File: config.mk
export PLATFORM = sky130hd
export DESIGN_NAME = mbdt_ctrl_flat
export DESIGN_NICKNAME = d
export VERILOG_FILES = /design/src/rtl/core/mbdt_pkg.sv /design/src/rtl/core/mbdt_ifs.sv /design/src/rtl/core/mbdt_ctrl.sv /design/src/flat_wrapper.sv
export SDC_FILE = /design/constraint.sdc
export NUM_CORES = 1
export LEC_CHECK = 0
export ABC_AREA = 1
export BUFFER_PORTS_ARGS = -buffer_cell sky130_fd_sc_hd__buf_2
export CAP_MARGIN = 20
export CORE_ASPECT_RATIO = 2
export CORE_MARGIN = 10
export CORE_UTILIZATION = 30
export DETAILED_ROUTE_END_ITERATION = 16
export PLACE_DENSITY_LB_ADDON = 0.08
export SLEW_MARGIN = 20
export SYNTH_ARGS = -nofsm -noshare
export SYNTH_HDL_FRONTEND = slang
export SYNTH_SLANG_ARGS = --single-unit
File: constraint.sdc
create_clock -name clk -period 9.4 [get_ports clk]
set_clock_uncertainty 0.05 [all_clocks]
set_input_delay 0.47 -clock clk [delete_from_list [all_inputs] [get_ports clk]]
set_output_delay 0.47 -clock clk [all_outputs]
set_load 0.005 [all_outputs]
File: src/rtl/core/mbdt_pkg.sv
package mbdt_pkg;

  localparam int FC_W   = 8;
  localparam int ADDR_W = 16;
  localparam int QTY_W  = 10;
  localparam int DATA_W = 16;
  localparam int ST_W   = 2;
  localparam int NT_W   = 2;
  localparam int LEN_W  = 11;
  localparam int CFG_IDX_W = 2;

  // Wide enough for an offset plus a quantity and for any window length.
  localparam int CMP_W = 18;

  localparam int STORE_DEPTH_DEF  = 1024;
  localparam int MAX_READ_RESULTS = 64;

  localparam logic [QTY_W-1:0] ELEM_MAX = '1;

  // Function codes.
  localparam logic [FC_W-1:0] FC_RD_COILS  = 8'd1;
  localparam logic [FC_W-1:0] FC_RD_INPUTS = 8'd2;
  localparam logic [FC_W-1:0] FC_RD_HOLD   = 8'd3;
  localparam logic [FC_W-1:0] FC_RD_INREG  = 8'd4;
  localparam logic [FC_W-1:0] FC_WR_COIL   = 8'd5;
  localparam logic [FC_W-1:0] FC_WR_REG    = 8'd6;
  localparam logic [FC_W-1:0] FC_WR_COILS  = 8'd15;
  localparam logic [FC_W-1:0] FC_WR_REGS   = 8'd16;

  // Node types.
  localparam logic [NT_W-1:0] NT_COILS  = 2'd0;
  localparam logic [NT_W-1:0] NT_INPUTS = 2'd1;
  localparam logic [NT_W-1:0] NT_HOLD   = 2'd2;
  localparam logic [NT_W-1:0] NT_INREG  = 2'd3;

  // Status codes.
  localparam logic [ST_W-1:0] ST_OK       = 2'd0;
  localparam logic [ST_W-1:0] ST_ILL_FN   = 2'd1;
  localparam logic [ST_W-1:0] ST_ILL_ADDR = 2'd2;

  // Configuration register indexes.
  localparam logic [CFG_IDX_W-1:0] CFG_NODE_TYPE = 2'd0;
  localparam logic [CFG_IDX_W-1:0] CFG_START     = 2'd1;
  localparam logic [CFG_IDX_W-1:0] CFG_LENGTH    = 2'd2;

  typedef struct packed {
    logic [NT_W-1:0]   node_type;
    logic [ADDR_W-1:0] start_address;
    logic [LEN_W-1:0]  data_length;
  } cfg_t;

  function automatic logic fc_legal(input logic [NT_W-1:0] nt, input logic [FC_W-1:0] fc);
    logic ok;
    case (nt)
      NT_COILS:  ok = (fc == FC_RD_COILS) || (fc == FC_WR_COIL) || (fc == FC_WR_COILS);
      NT_INPUTS: ok = (fc == FC_RD_INPUTS);
      NT_HOLD:   ok = (fc == FC_RD_HOLD) || (fc == FC_WR_REG) || (fc == FC_WR_REGS);
      NT_INREG:  ok = (fc == FC_RD_INREG);
      default:   ok = 1'b0;
    endcase
    return ok;
  endfunction

endpackage

File: src/rtl/core/mbdt_ifs.sv
interface mbdt_in_if;
  logic                          valid;
  logic                          ready;
  logic [mbdt_pkg::FC_W-1:0]     req_type;
  logic [mbdt_pkg::ADDR_W-1:0]   address;
  logic [mbdt_pkg::QTY_W-1:0]    quantity;
  logic [mbdt_pkg::DATA_W-1:0]   value;
  logic                          last_element;

  modport source (output valid, req_type, address, quantity, value, last_element,
                  input ready);
  modport sink (input valid, req_type, address, quantity, value, last_element,
                output ready);
endinterface

interface mbdt_out_if;
  logic                          valid;
  logic                          ready;
  logic [mbdt_pkg::ST_W-1:0]     status;
  logic [mbdt_pkg::DATA_W-1:0]   data_word;
  logic                          last_result;

  modport source (output valid, status, data_word, last_result, input ready);
  modport sink (input valid, status, data_word, last_result, output ready);
endinterface

File: src/rtl/core/mbdt_ctrl.sv
module mbdt_ctrl #(
  parameter int STORE_DEPTH = mbdt_pkg::STORE_DEPTH_DEF
) (
  input  logic                           clk,
  input  logic                           rst_n,
  input  mbdt_pkg::cfg_t                 cfg,
  input  logic                           clr_busy,
  mbdt_in_if.sink                        in_req,
  mbdt_out_if.source                     out_rsp,
  output logic                           mem_we,
  output logic [$clog2(STORE_DEPTH)-1:0] mem_waddr,
  output logic [mbdt_pkg::DATA_W-1:0]    mem_wdata,
  output logic [$clog2(STORE_DEPTH)-1:0] mem_raddr,
  input  logic [mbdt_pkg::DATA_W-1:0]    mem_rdata
);

  localparam int AW    = $clog2(STORE_DEPTH);
  localparam int CMP_W = mbdt_pkg::CMP_W;
  localparam int QTY_W = mbdt_pkg::QTY_W;

  localparam logic [2:0] S_IDLE   = 3'd0;
  localparam logic [2:0] S_CHK    = 3'd1;
  localparam logic [2:0] S_EMIT   = 3'd2;
  localparam logic [2:0] S_RD_ISS = 3'd3;
  localparam logic [2:0] S_RD_ACC = 3'd4;
  localparam logic [2:0] S_RD_OUT = 3'd5;

  logic [2:0] state_r, state_nxt;

  logic [mbdt_pkg::FC_W-1:0]   fc_r, fc_nxt;
  logic [QTY_W-1:0]            qty_r, qty_nxt;
  logic [mbdt_pkg::DATA_W-1:0] val_r, val_nxt;
  logic                        last_r, last_nxt;
  // Address minus window start; the top bit is the borrow.
  logic [mbdt_pkg::ADDR_W:0]   off_r, off_nxt;

  logic [QTY_W-1:0]            ei_r, ei_nxt;
  logic [mbdt_pkg::ST_W-1:0]   pend_r, pend_nxt;

  logic [QTY_W-1:0]            cnt_r, cnt_nxt;
  logic [2:0]                  bit_r, bit_nxt;
  logic [mbdt_pkg::DATA_W-1:0] acc_r, acc_nxt;

  logic [mbdt_pkg::ST_W-1:0]   hold_st_r, hold_st_nxt;
  logic [mbdt_pkg::DATA_W-1:0] hold_data_r, hold_data_nxt;

  logic                        out_valid_r, out_valid_nxt;
  logic [mbdt_pkg::ST_W-1:0]   out_st_r, out_st_nxt;
  logic [mbdt_pkg::DATA_W-1:0] out_data_r, out_data_nxt;
  logic                        out_last_r, out_last_nxt;

  logic                        in_fire;
  logic                        slot_free;
  logic [CMP_W-1:0]            win;
  logic [CMP_W-1:0]            off_ext;
  logic                        below_start;
  logic [CMP_W-1:0]            end_sum;
  logic [CMP_W-1:0]            mw_sum;
  logic [CMP_W-1:0]            rd_sum;
  logic                        legal;
  logic                        is_multi;
  logic                        is_single;
  logic                        coil_rd;
  logic                        coil_wr;
  logic                        range_ok;
  logic                        single_ok;
  logic [mbdt_pkg::ST_W-1:0]   pend_new;
  logic                        mw_wr;
  logic [QTY_W:0]              coil_bytes;
  logic [QTY_W:0]              n_words;
  logic                        too_long;
  logic [QTY_W-1:0]            cnt_inc;
  logic                        emit;
  logic [mbdt_pkg::ST_W-1:0]   emit_st;
  logic [mbdt_pkg::DATA_W-1:0] emit_data;
  logic                        load;
  logic [mbdt_pkg::ST_W-1:0]   ld_st;
  logic [mbdt_pkg::DATA_W-1:0] ld_data;
  logic                        ld_last;

  assign in_req.ready = (state_r == S_IDLE) && !clr_busy;
  assign in_fire      = in_req.valid && in_req.ready;
  assign slot_free    = !out_valid_r || out_rsp.ready;

  assign win = (CMP_W'(cfg.data_length) > CMP_W'(STORE_DEPTH)) ?
               CMP_W'(STORE_DEPTH) : CMP_W'(cfg.data_length);

  assign below_start = off_r[mbdt_pkg::ADDR_W];
  assign off_ext     = CMP_W'(off_r[mbdt_pkg::ADDR_W-1:0]);
  assign end_sum     = off_ext + CMP_W'(qty_r);
  assign mw_sum      = off_ext + CMP_W'(ei_r);
  assign rd_sum      = off_ext + CMP_W'(cnt_r);

  assign legal     = mbdt_pkg::fc_legal(cfg.node_type, fc_r);
  assign is_multi  = (fc_r == mbdt_pkg::FC_WR_COILS) || (fc_r == mbdt_pkg::FC_WR_REGS);
  assign is_single = (fc_r == mbdt_pkg::FC_WR_COIL) || (fc_r == mbdt_pkg::FC_WR_REG);
  assign coil_rd   = (fc_r == mbdt_pkg::FC_RD_COILS) || (fc_r == mbdt_pkg::FC_RD_INPUTS);
  assign coil_wr   = (fc_r == mbdt_pkg::FC_WR_COIL) || (fc_r == mbdt_pkg::FC_WR_COILS);

  assign range_ok  = !below_start && (end_sum <= win);
  assign single_ok = !below_start && (off_ext < win);

  // A multi write is checked on its first element only.
  always_comb begin
    if (ei_r != '0) begin
      pend_new = pend_r;
    end else if (!legal) begin
      pend_new = mbdt_pkg::ST_ILL_FN;
    end else if ((qty_r == '0) || !range_ok) begin
      pend_new = mbdt_pkg::ST_ILL_ADDR;
    end else begin
      pend_new = mbdt_pkg::ST_OK;
    end
  end

  assign mw_wr = (pend_new == mbdt_pkg::ST_OK) && (ei_r < qty_r) && !below_start &&
                 (mw_sum < win);

  assign coil_bytes = ((QTY_W+1)'(qty_r) + (QTY_W+1)'(7)) >> 3;
  assign n_words    = coil_rd ? coil_bytes : (QTY_W+1)'(qty_r);
  assign too_long   = n_words > (QTY_W+1)'(mbdt_pkg::MAX_READ_RESULTS);

  assign cnt_inc = cnt_r + 1'b1;

  assign mem_waddr = is_multi ? mw_sum[AW-1:0] : off_r[AW-1:0];
  assign mem_wdata = coil_wr ? mbdt_pkg::DATA_W'(val_r != '0) : val_r;
  assign mem_raddr = rd_sum[AW-1:0];

  // Result of the check step for everything except a started read.
  always_comb begin
    emit      = 1'b0;
    emit_st   = mbdt_pkg::ST_OK;
    emit_data = '0;
    if (is_multi) begin
      emit    = last_r;
      emit_st = pend_new;
    end else if (!legal) begin
      emit    = 1'b1;
      emit_st = mbdt_pkg::ST_ILL_FN;
    end else if (is_single) begin
      emit = 1'b1;
      if (single_ok) begin
        emit_data = val_r;
      end else begin
        emit_st = mbdt_pkg::ST_ILL_ADDR;
      end
    end else if ((qty_r == '0) || !range_ok || too_long) begin
      emit    = 1'b1;
      emit_st = mbdt_pkg::ST_ILL_ADDR;
    end
  end

  always_comb begin
    state_nxt     = state_r;
    fc_nxt        = fc_r;
    qty_nxt       = qty_r;
    val_nxt       = val_r;
    last_nxt      = last_r;
    off_nxt       = off_r;
    ei_nxt        = ei_r;
    pend_nxt      = pend_r;
    cnt_nxt       = cnt_r;
    bit_nxt       = bit_r;
    acc_nxt       = acc_r;
    hold_st_nxt   = hold_st_r;
    hold_data_nxt = hold_data_r;
    mem_we        = 1'b0;
    load          = 1'b0;
    ld_st         = mbdt_pkg::ST_OK;
    ld_data       = '0;
    ld_last       = 1'b1;

    case (state_r)
      S_IDLE: begin
        if (in_fire) begin
          fc_nxt    = in_req.req_type;
          qty_nxt   = in_req.quantity;
          val_nxt   = in_req.value;
          last_nxt  = in_req.last_element;
          off_nxt   = {1'b0, in_req.address} - {1'b0, cfg.start_address};
          state_nxt = S_CHK;
        end
      end
      S_CHK: begin
        if (is_multi) begin
          mem_we   = mw_wr;
          pend_nxt = pend_new;
          ei_nxt   = (ei_r != mbdt_pkg::ELEM_MAX) ? ei_r + 1'b1 : ei_r;
          if (last_r) begin
            ei_nxt   = '0;
            pend_nxt = mbdt_pkg::ST_OK;
          end
        end else begin
          // Any other request abandons an unfinished multi write.
          ei_nxt   = '0;
          pend_nxt = mbdt_pkg::ST_OK;
          mem_we   = is_single && legal && single_ok;
        end
        if (emit) begin
          if (slot_free) begin
            load      = 1'b1;
            ld_st     = emit_st;
            ld_data   = emit_data;
            state_nxt = S_IDLE;
          end else begin
            hold_st_nxt   = emit_st;
            hold_data_nxt = emit_data;
            state_nxt     = S_EMIT;
          end
        end else if (is_multi) begin
          state_nxt = S_IDLE;
        end else begin
          cnt_nxt   = '0;
          bit_nxt   = '0;
          acc_nxt   = '0;
          state_nxt = S_RD_ISS;
        end
      end
      S_EMIT: begin
        if (slot_free) begin
          load      = 1'b1;
          ld_st     = hold_st_r;
          ld_data   = hold_data_r;
          state_nxt = S_IDLE;
        end
      end
      S_RD_ISS: begin
        state_nxt = S_RD_ACC;
      end
      S_RD_ACC: begin
        cnt_nxt = cnt_inc;
        if (coil_rd) begin
          acc_nxt = acc_r | (mbdt_pkg::DATA_W'(mem_rdata != '0) << bit_r);
          bit_nxt = bit_r + 1'b1;
          if ((bit_r == 3'd7) || (cnt_inc == qty_r)) begin
            state_nxt = S_RD_OUT;
          end else begin
            state_nxt = S_RD_ISS;
          end
        end else begin
          acc_nxt   = mem_rdata;
          state_nxt = S_RD_OUT;
        end
      end
      S_RD_OUT: begin
        if (slot_free) begin
          load    = 1'b1;
          ld_data = acc_r;
          ld_last = (cnt_r == qty_r);
          acc_nxt = '0;
          bit_nxt = '0;
          state_nxt = (cnt_r == qty_r) ? S_IDLE : S_RD_ISS;
        end
      end
      default: begin
        state_nxt = S_IDLE;
      end
    endcase

    out_valid_nxt = out_valid_r;
    out_st_nxt    = out_st_r;
    out_data_nxt  = out_data_r;
    out_last_nxt  = out_last_r;
    if (load) begin
      out_valid_nxt = 1'b1;
      out_st_nxt    = ld_st;
      out_data_nxt  = ld_data;
      out_last_nxt  = ld_last;
    end else if (out_rsp.ready) begin
      out_valid_nxt = 1'b0;
    end
  end

  always_ff @(posedge clk) begin
    if (!rst_n) begin
      state_r     <= S_IDLE;
      ei_r        <= '0;
      pend_r      <= mbdt_pkg::ST_OK;
      out_valid_r <= 1'b0;
    end else begin
      state_r     <= state_nxt;
      ei_r        <= ei_nxt;
      pend_r      <= pend_nxt;
      out_valid_r <= out_valid_nxt;
    end
  end

  always_ff @(posedge clk) begin
    fc_r        <= fc_nxt;
    qty_r       <= qty_nxt;
    val_r       <= val_nxt;
    last_r      <= last_nxt;
    off_r       <= off_nxt;
    cnt_r       <= cnt_nxt;
    bit_r       <= bit_nxt;
    acc_r       <= acc_nxt;
    hold_st_r   <= hold_st_nxt;
    hold_data_r <= hold_data_nxt;
    out_st_r    <= out_st_nxt;
    out_data_r  <= out_data_nxt;
    out_last_r  <= out_last_nxt;
  end

  assign out_rsp.valid       = out_valid_r;
  assign out_rsp.status      = out_st_r;
  assign out_rsp.data_word   = out_data_r;
  assign out_rsp.last_result = out_last_r;

endmodule

File: src/flat_wrapper.sv
// flat-port wrapper written by rule: the top's interface ports become plain ports
module mbdt_ctrl_flat 
#(
  parameter int STORE_DEPTH = mbdt_pkg::STORE_DEPTH_DEF
)
  (clk, rst_n, cfg, clr_busy, mem_we, mem_waddr, mem_wdata, mem_raddr, mem_rdata, in_req_valid, in_req_req_type, in_req_address, in_req_quantity, in_req_value, in_req_last_element, in_req_ready, out_rsp_valid, out_rsp_status, out_rsp_data_word, out_rsp_last_result, out_rsp_ready);
  mbdt_in_if in_req_i ();
  mbdt_out_if out_rsp_i ();
  input  logic clk;
  input  logic rst_n;
  input  mbdt_pkg::cfg_t cfg;
  input  logic clr_busy;
  output logic mem_we;
  output logic [$clog2(STORE_DEPTH)-1:0] mem_waddr;
  output logic [mbdt_pkg::DATA_W-1:0] mem_wdata;
  output logic [$clog2(STORE_DEPTH)-1:0] mem_raddr;
  input  logic [mbdt_pkg::DATA_W-1:0] mem_rdata;
  input wire logic [$bits(in_req_i.valid)-1:0] in_req_valid;
  input wire logic [$bits(in_req_i.req_type)-1:0] in_req_req_type;
  input wire logic [$bits(in_req_i.address)-1:0] in_req_address;
  input wire logic [$bits(in_req_i.quantity)-1:0] in_req_quantity;
  input wire logic [$bits(in_req_i.value)-1:0] in_req_value;
  input wire logic [$bits(in_req_i.last_element)-1:0] in_req_last_element;
  output wire logic [$bits(in_req_i.ready)-1:0] in_req_ready;
  output wire logic [$bits(out_rsp_i.valid)-1:0] out_rsp_valid;
  output wire logic [$bits(out_rsp_i.status)-1:0] out_rsp_status;
  output wire logic [$bits(out_rsp_i.data_word)-1:0] out_rsp_data_word;
  output wire logic [$bits(out_rsp_i.last_result)-1:0] out_rsp_last_result;
  input wire logic [$bits(out_rsp_i.ready)-1:0] out_rsp_ready;
  assign in_req_i.valid = in_req_valid;
  assign in_req_i.req_type = in_req_req_type;
  assign in_req_i.address = in_req_address;
  assign in_req_i.quantity = in_req_quantity;
  assign in_req_i.value = in_req_value;
  assign in_req_i.last_element = in_req_last_element;
  assign in_req_ready = in_req_i.ready;
  assign out_rsp_valid = out_rsp_i.valid;
  assign out_rsp_status = out_rsp_i.status;
  assign out_rsp_data_word = out_rsp_i.data_word;
  assign out_rsp_last_result = out_rsp_i.last_result;
  assign out_rsp_i.ready = out_rsp_ready;
  mbdt_ctrl #(.STORE_DEPTH(STORE_DEPTH)) u_core (.clk(clk), .rst_n(rst_n), .cfg(cfg), .clr_busy(clr_busy), .in_req(in_req_i), .out_rsp(out_rsp_i), .mem_we(mem_we), .mem_waddr(mem_waddr), .mem_wdata(mem_wdata), .mem_raddr(mem_raddr), .mem_rdata(mem_rdata));
endmodule
==> flow_summary.toml <==
[grt]
grt_max_degree = 54
antenna_found_initial = 1
grt_usage_pct = 17.6
grt_overflow_total = 0
grt_pass1_wl_um = 54500
first_global_vias = 9518

[routing]
drtIter0Drc = 260
drt_first_pass_iters = 6
routed_wl_um = 36600
vias_per_cell = 4.77
num_vias = 8922
drcViolationCount = 0
wl_per_cell_um = 19.6
antenna_left = 0

[setup_path]
start_kind = "register"
worstPathArrival_ps = 4110
crit_path_max_fanout = 5
slowest_delay_ps = 480
cp_slowest_cell = "edfxtp_1"
worstSetupEndpointType = "primary output"
rrSetupSlack_ps = 4940
path_buf_inv = 2
cp_top_family = "compound AO/OA/AOI/OAI gates"
crit_type = "reg2out"
required_ps = 8880
cp_cell_sequence = "ha_1 -> inv_1 -> o21bai_1 -> nor2_1 -> nand2_1 -> xor2_1 -> ha_1 -> nand2_1 -> nor2_1 -> a211oi_1 -> o221ai_1 -> nand3_1 -> nand2_1 -> nor2_1 -> nand3b_1 -> a21oi_1 -> buf_2"

[clocking]
cts-root-buf = "clkbuf_16"
cts_hold_buf = 0
clk_pin_slew_ps = 70
clock_path_buffers = 2
ctsHtreeMaxLevel = 4
cts_made_buffers = 17
cts_resized = 0
cts_tree = "yes"
clk-insertion-delay-late_ps = 450
post_cts_buffers = 0
clock-sinks = 134

[worst_hold_path]
hold_class = "in2reg"

[run_status]
status = "finished clean"

[placed_design]
dpl.hpwl_um = 30800
dp_slack_ps = 4930
placedCellCount = 1836
numPortBuffers = 158
place.gp.congestion = 0.899

[timing]
finalCriticalPeriod_ps = 4630
clock.fmax_mhz = 216
slew_violations = 0
tightest_slew_ps = 969
tns_ps = 0
hold_violations = 0
rsz0062_at_grt = "false"
slew_headroom_pct = 35.4
finalWorstSetupSlack_ps = 4770
fin_crit_sh_pct = 49.2
setup_viol = 0

[yosys]
syn_inst = 1252
syn_area_um2 = 10100
synth.largest_area_cell = "edfxtp_1"
yosys_warnings = 0
synth.yosys.seq_area_share_pct = 38.2
synth_top_area_share_pct = 35.1
synth_cell_types = 56
netlist_top_cells_area = "edfxtp_1 (35%), ha_1 (11%), nand2_1 (9.8%)"
postSynthAreaPerCell_um2 = 8.07
ys.flop_type = "edfxtp_1"
synth_seq_cells = 134
async_flop_share_pct = 0
synth_edf_count = 118
synth_fp_nets = 1447

[cells_and_area]
syn_to_final_growth_pct = 19.1
stdcell_count = 1869
nets = 1614
drive_gt1_share_pct = 17.7
final_common_cell = "nand2_1"
mostFrequentLayoutCells = "nand2_1 (264), inv_1 (197), buf_2 (158)"

[die]
num_rows = 95
initial_utilization_pct = 30.3
die_x_um = 150
ioPinCount = 159
die_area_um2 = 41900
core-area_um2 = 33400
die_height_um = 280

[pwr]
leakagePower_nw = 5.61
powerDensity_nw_per_um2 = 150
peakVddDrop_uv = 160

[run]
drv_cap = 0
-- power by group --
part           total [mW]  internal [mW]  switching [mW]
combinational       0.346          0.131           0.216
sequential          0.710          0.679          0.0308
clock               0.745          0.471           0.274
total                1.80           1.28           0.520
-- final cells by class --
type                    instances  area (um^2)
clock inverters                12          200
multi-input cells             898         5390
diodes                          1         2.50
fillers                      3562        21400
flip-flops and latches        134         3860
well taps                     436          546
repair buffers                163          828
inverters                     205          774
clock buffers                  20          437
-- cells by family (layout without fill, tap and decap cells) --
family	after synthesis	in the layout	synth area share [%]
AO/OA/AOI/OAI	187	187	11.2
XOR/XNOR	57	57	4.94
adder cells (fa/ha/maj)	94	94	11.9
buffers and inverters	220	400	8.53
flip-flops	134	134	38.2
other	0	1	0
AND/OR/NAND/NOR	560	560	25.2
-- cell usage after synthesis, types with 2 or more instances --
| library cell | n |
|---|---|
| inv_2 | 7 |
| o21bai_1 | 4 |
| nor3_1 | 17 |
| fa_1 | 4 |
| clkbuf_1 | 9 |
| o221ai_1 | 2 |
| ha_1 | 90 |
| o2111ai_1 | 2 |
| o21ai_0 | 43 |
| nor3_2 | 3 |
| inv_1 | 197 |
| a22oi_1 | 16 |
| nor2_4 | 2 |
| nand3_2 | 13 |
| nand3_1 | 65 |
| nor2_1 | 132 |
| nand2_4 | 2 |
| nand2_2 | 8 |
| o21ai_1 | 7 |
| o22ai_1 | 2 |
| nand2_1 | 264 |
| nand3b_1 | 5 |
| and2_1 | 2 |
| a22o_1 | 2 |
| o21ai_2 | 13 |
| a211oi_1 | 4 |
| nand4_1 | 25 |
| or2_2 | 2 |
| buf_4 | 2 |
| xor2_1 | 44 |
| o21a_1 | 3 |
| edfxtp_1 | 118 |
| dfxtp_1 | 16 |
| nor2_2 | 5 |
| xnor2_1 | 13 |
| buf_1 | 2 |
| nor4_1 | 9 |
| a21oi_1 | 72 |
| a31oi_1 | 9 |
-- path summary, 6_finish.rpt --
path                            cells after the start                            end                     startpoint
worst max register to register                     21  u_core.cnt_r[6]$_SDFFCE_PP0P_      u_core.off_r[2]$_DFFE_PP_
worst max-delay path                               17                         mem_we      u_core.off_r[4]$_DFFE_PP_
worst min register to register                      2  u_core.pend_r[1]$_SDFFE_PN0P_  u_core.pend_r[1]$_SDFFE_PN0P_
worst min-delay path                                1      u_core.qty_r[7]$_DFFE_PP_             in_req_quantity[7]
-- metal layers --
layer | GRT usage (%) | part of all wire (%) | vias up
li1 | - | - | 4539
met3 | 2.89 | 2.9 | 52
met4 | 7.93 | 4.2 | 0
met2 | 38.1 | 62 | 190
met5 | 0 | 0 | -
met1 | 14.0 | 31 | 4141
-- per-stage QoR --
| stage | power (mW) | area, um^2 | hold WS (ps) | utilization, % |
|---|---|---|---|---|
| floorplan | 0.934 | 10100 | 391 | - |
| global placement | 1.07 | 11400 | 405 | 34.1 |
| detailed placement | 1.07 | 11400 | 417 | 34.1 |
| CTS | 1.83 | 12000 | 130 | 36.0 |
| global route | 1.89 | 12000 | 132 | 36.0 |
| finish | 1.80 | 12000 | 149 | 36.0 |
-- sequential cells by signal (all words and copies together) (netlist names), 2 cells and up --
register                  flops
u_core.qty_r                 10
u_core.cnt_r                 10
u_core.hold_data_r           16
u_core.val_r                 16
u_core.state_r                3
u_core.ei_r                  10
u_core.out_rsp.data_word     16
u_core.acc_r                 16
u_core.bit_r                  3
u_core.fc_r                   8
u_core.off_r                 17
u_core.pend_r                 2
u_core.hold_st_r              2
u_core.out_rsp.status         2
-- worst register-to-register path, cell delays in order, from the launching register on --
cell	delay [ps]
edfxtp_1	480
ha_1	410
a21oi_1	180
nand2_1	160
nand2_1	120
nand2_1	90
a31oi_1	180
xor2_1	160
inv_1	60
ha_1	310
a21o_1	160
nor2_1	100
nand3_1	80
nand2_1	60
nand2_1	40
nand2_1	100
nand3_1	130
nor2_4	140
nand4_4	130
nand2_1	110
nand2_2	90
a21oi_1	730
No activity file was read; power rests on OpenSTA's default activity.
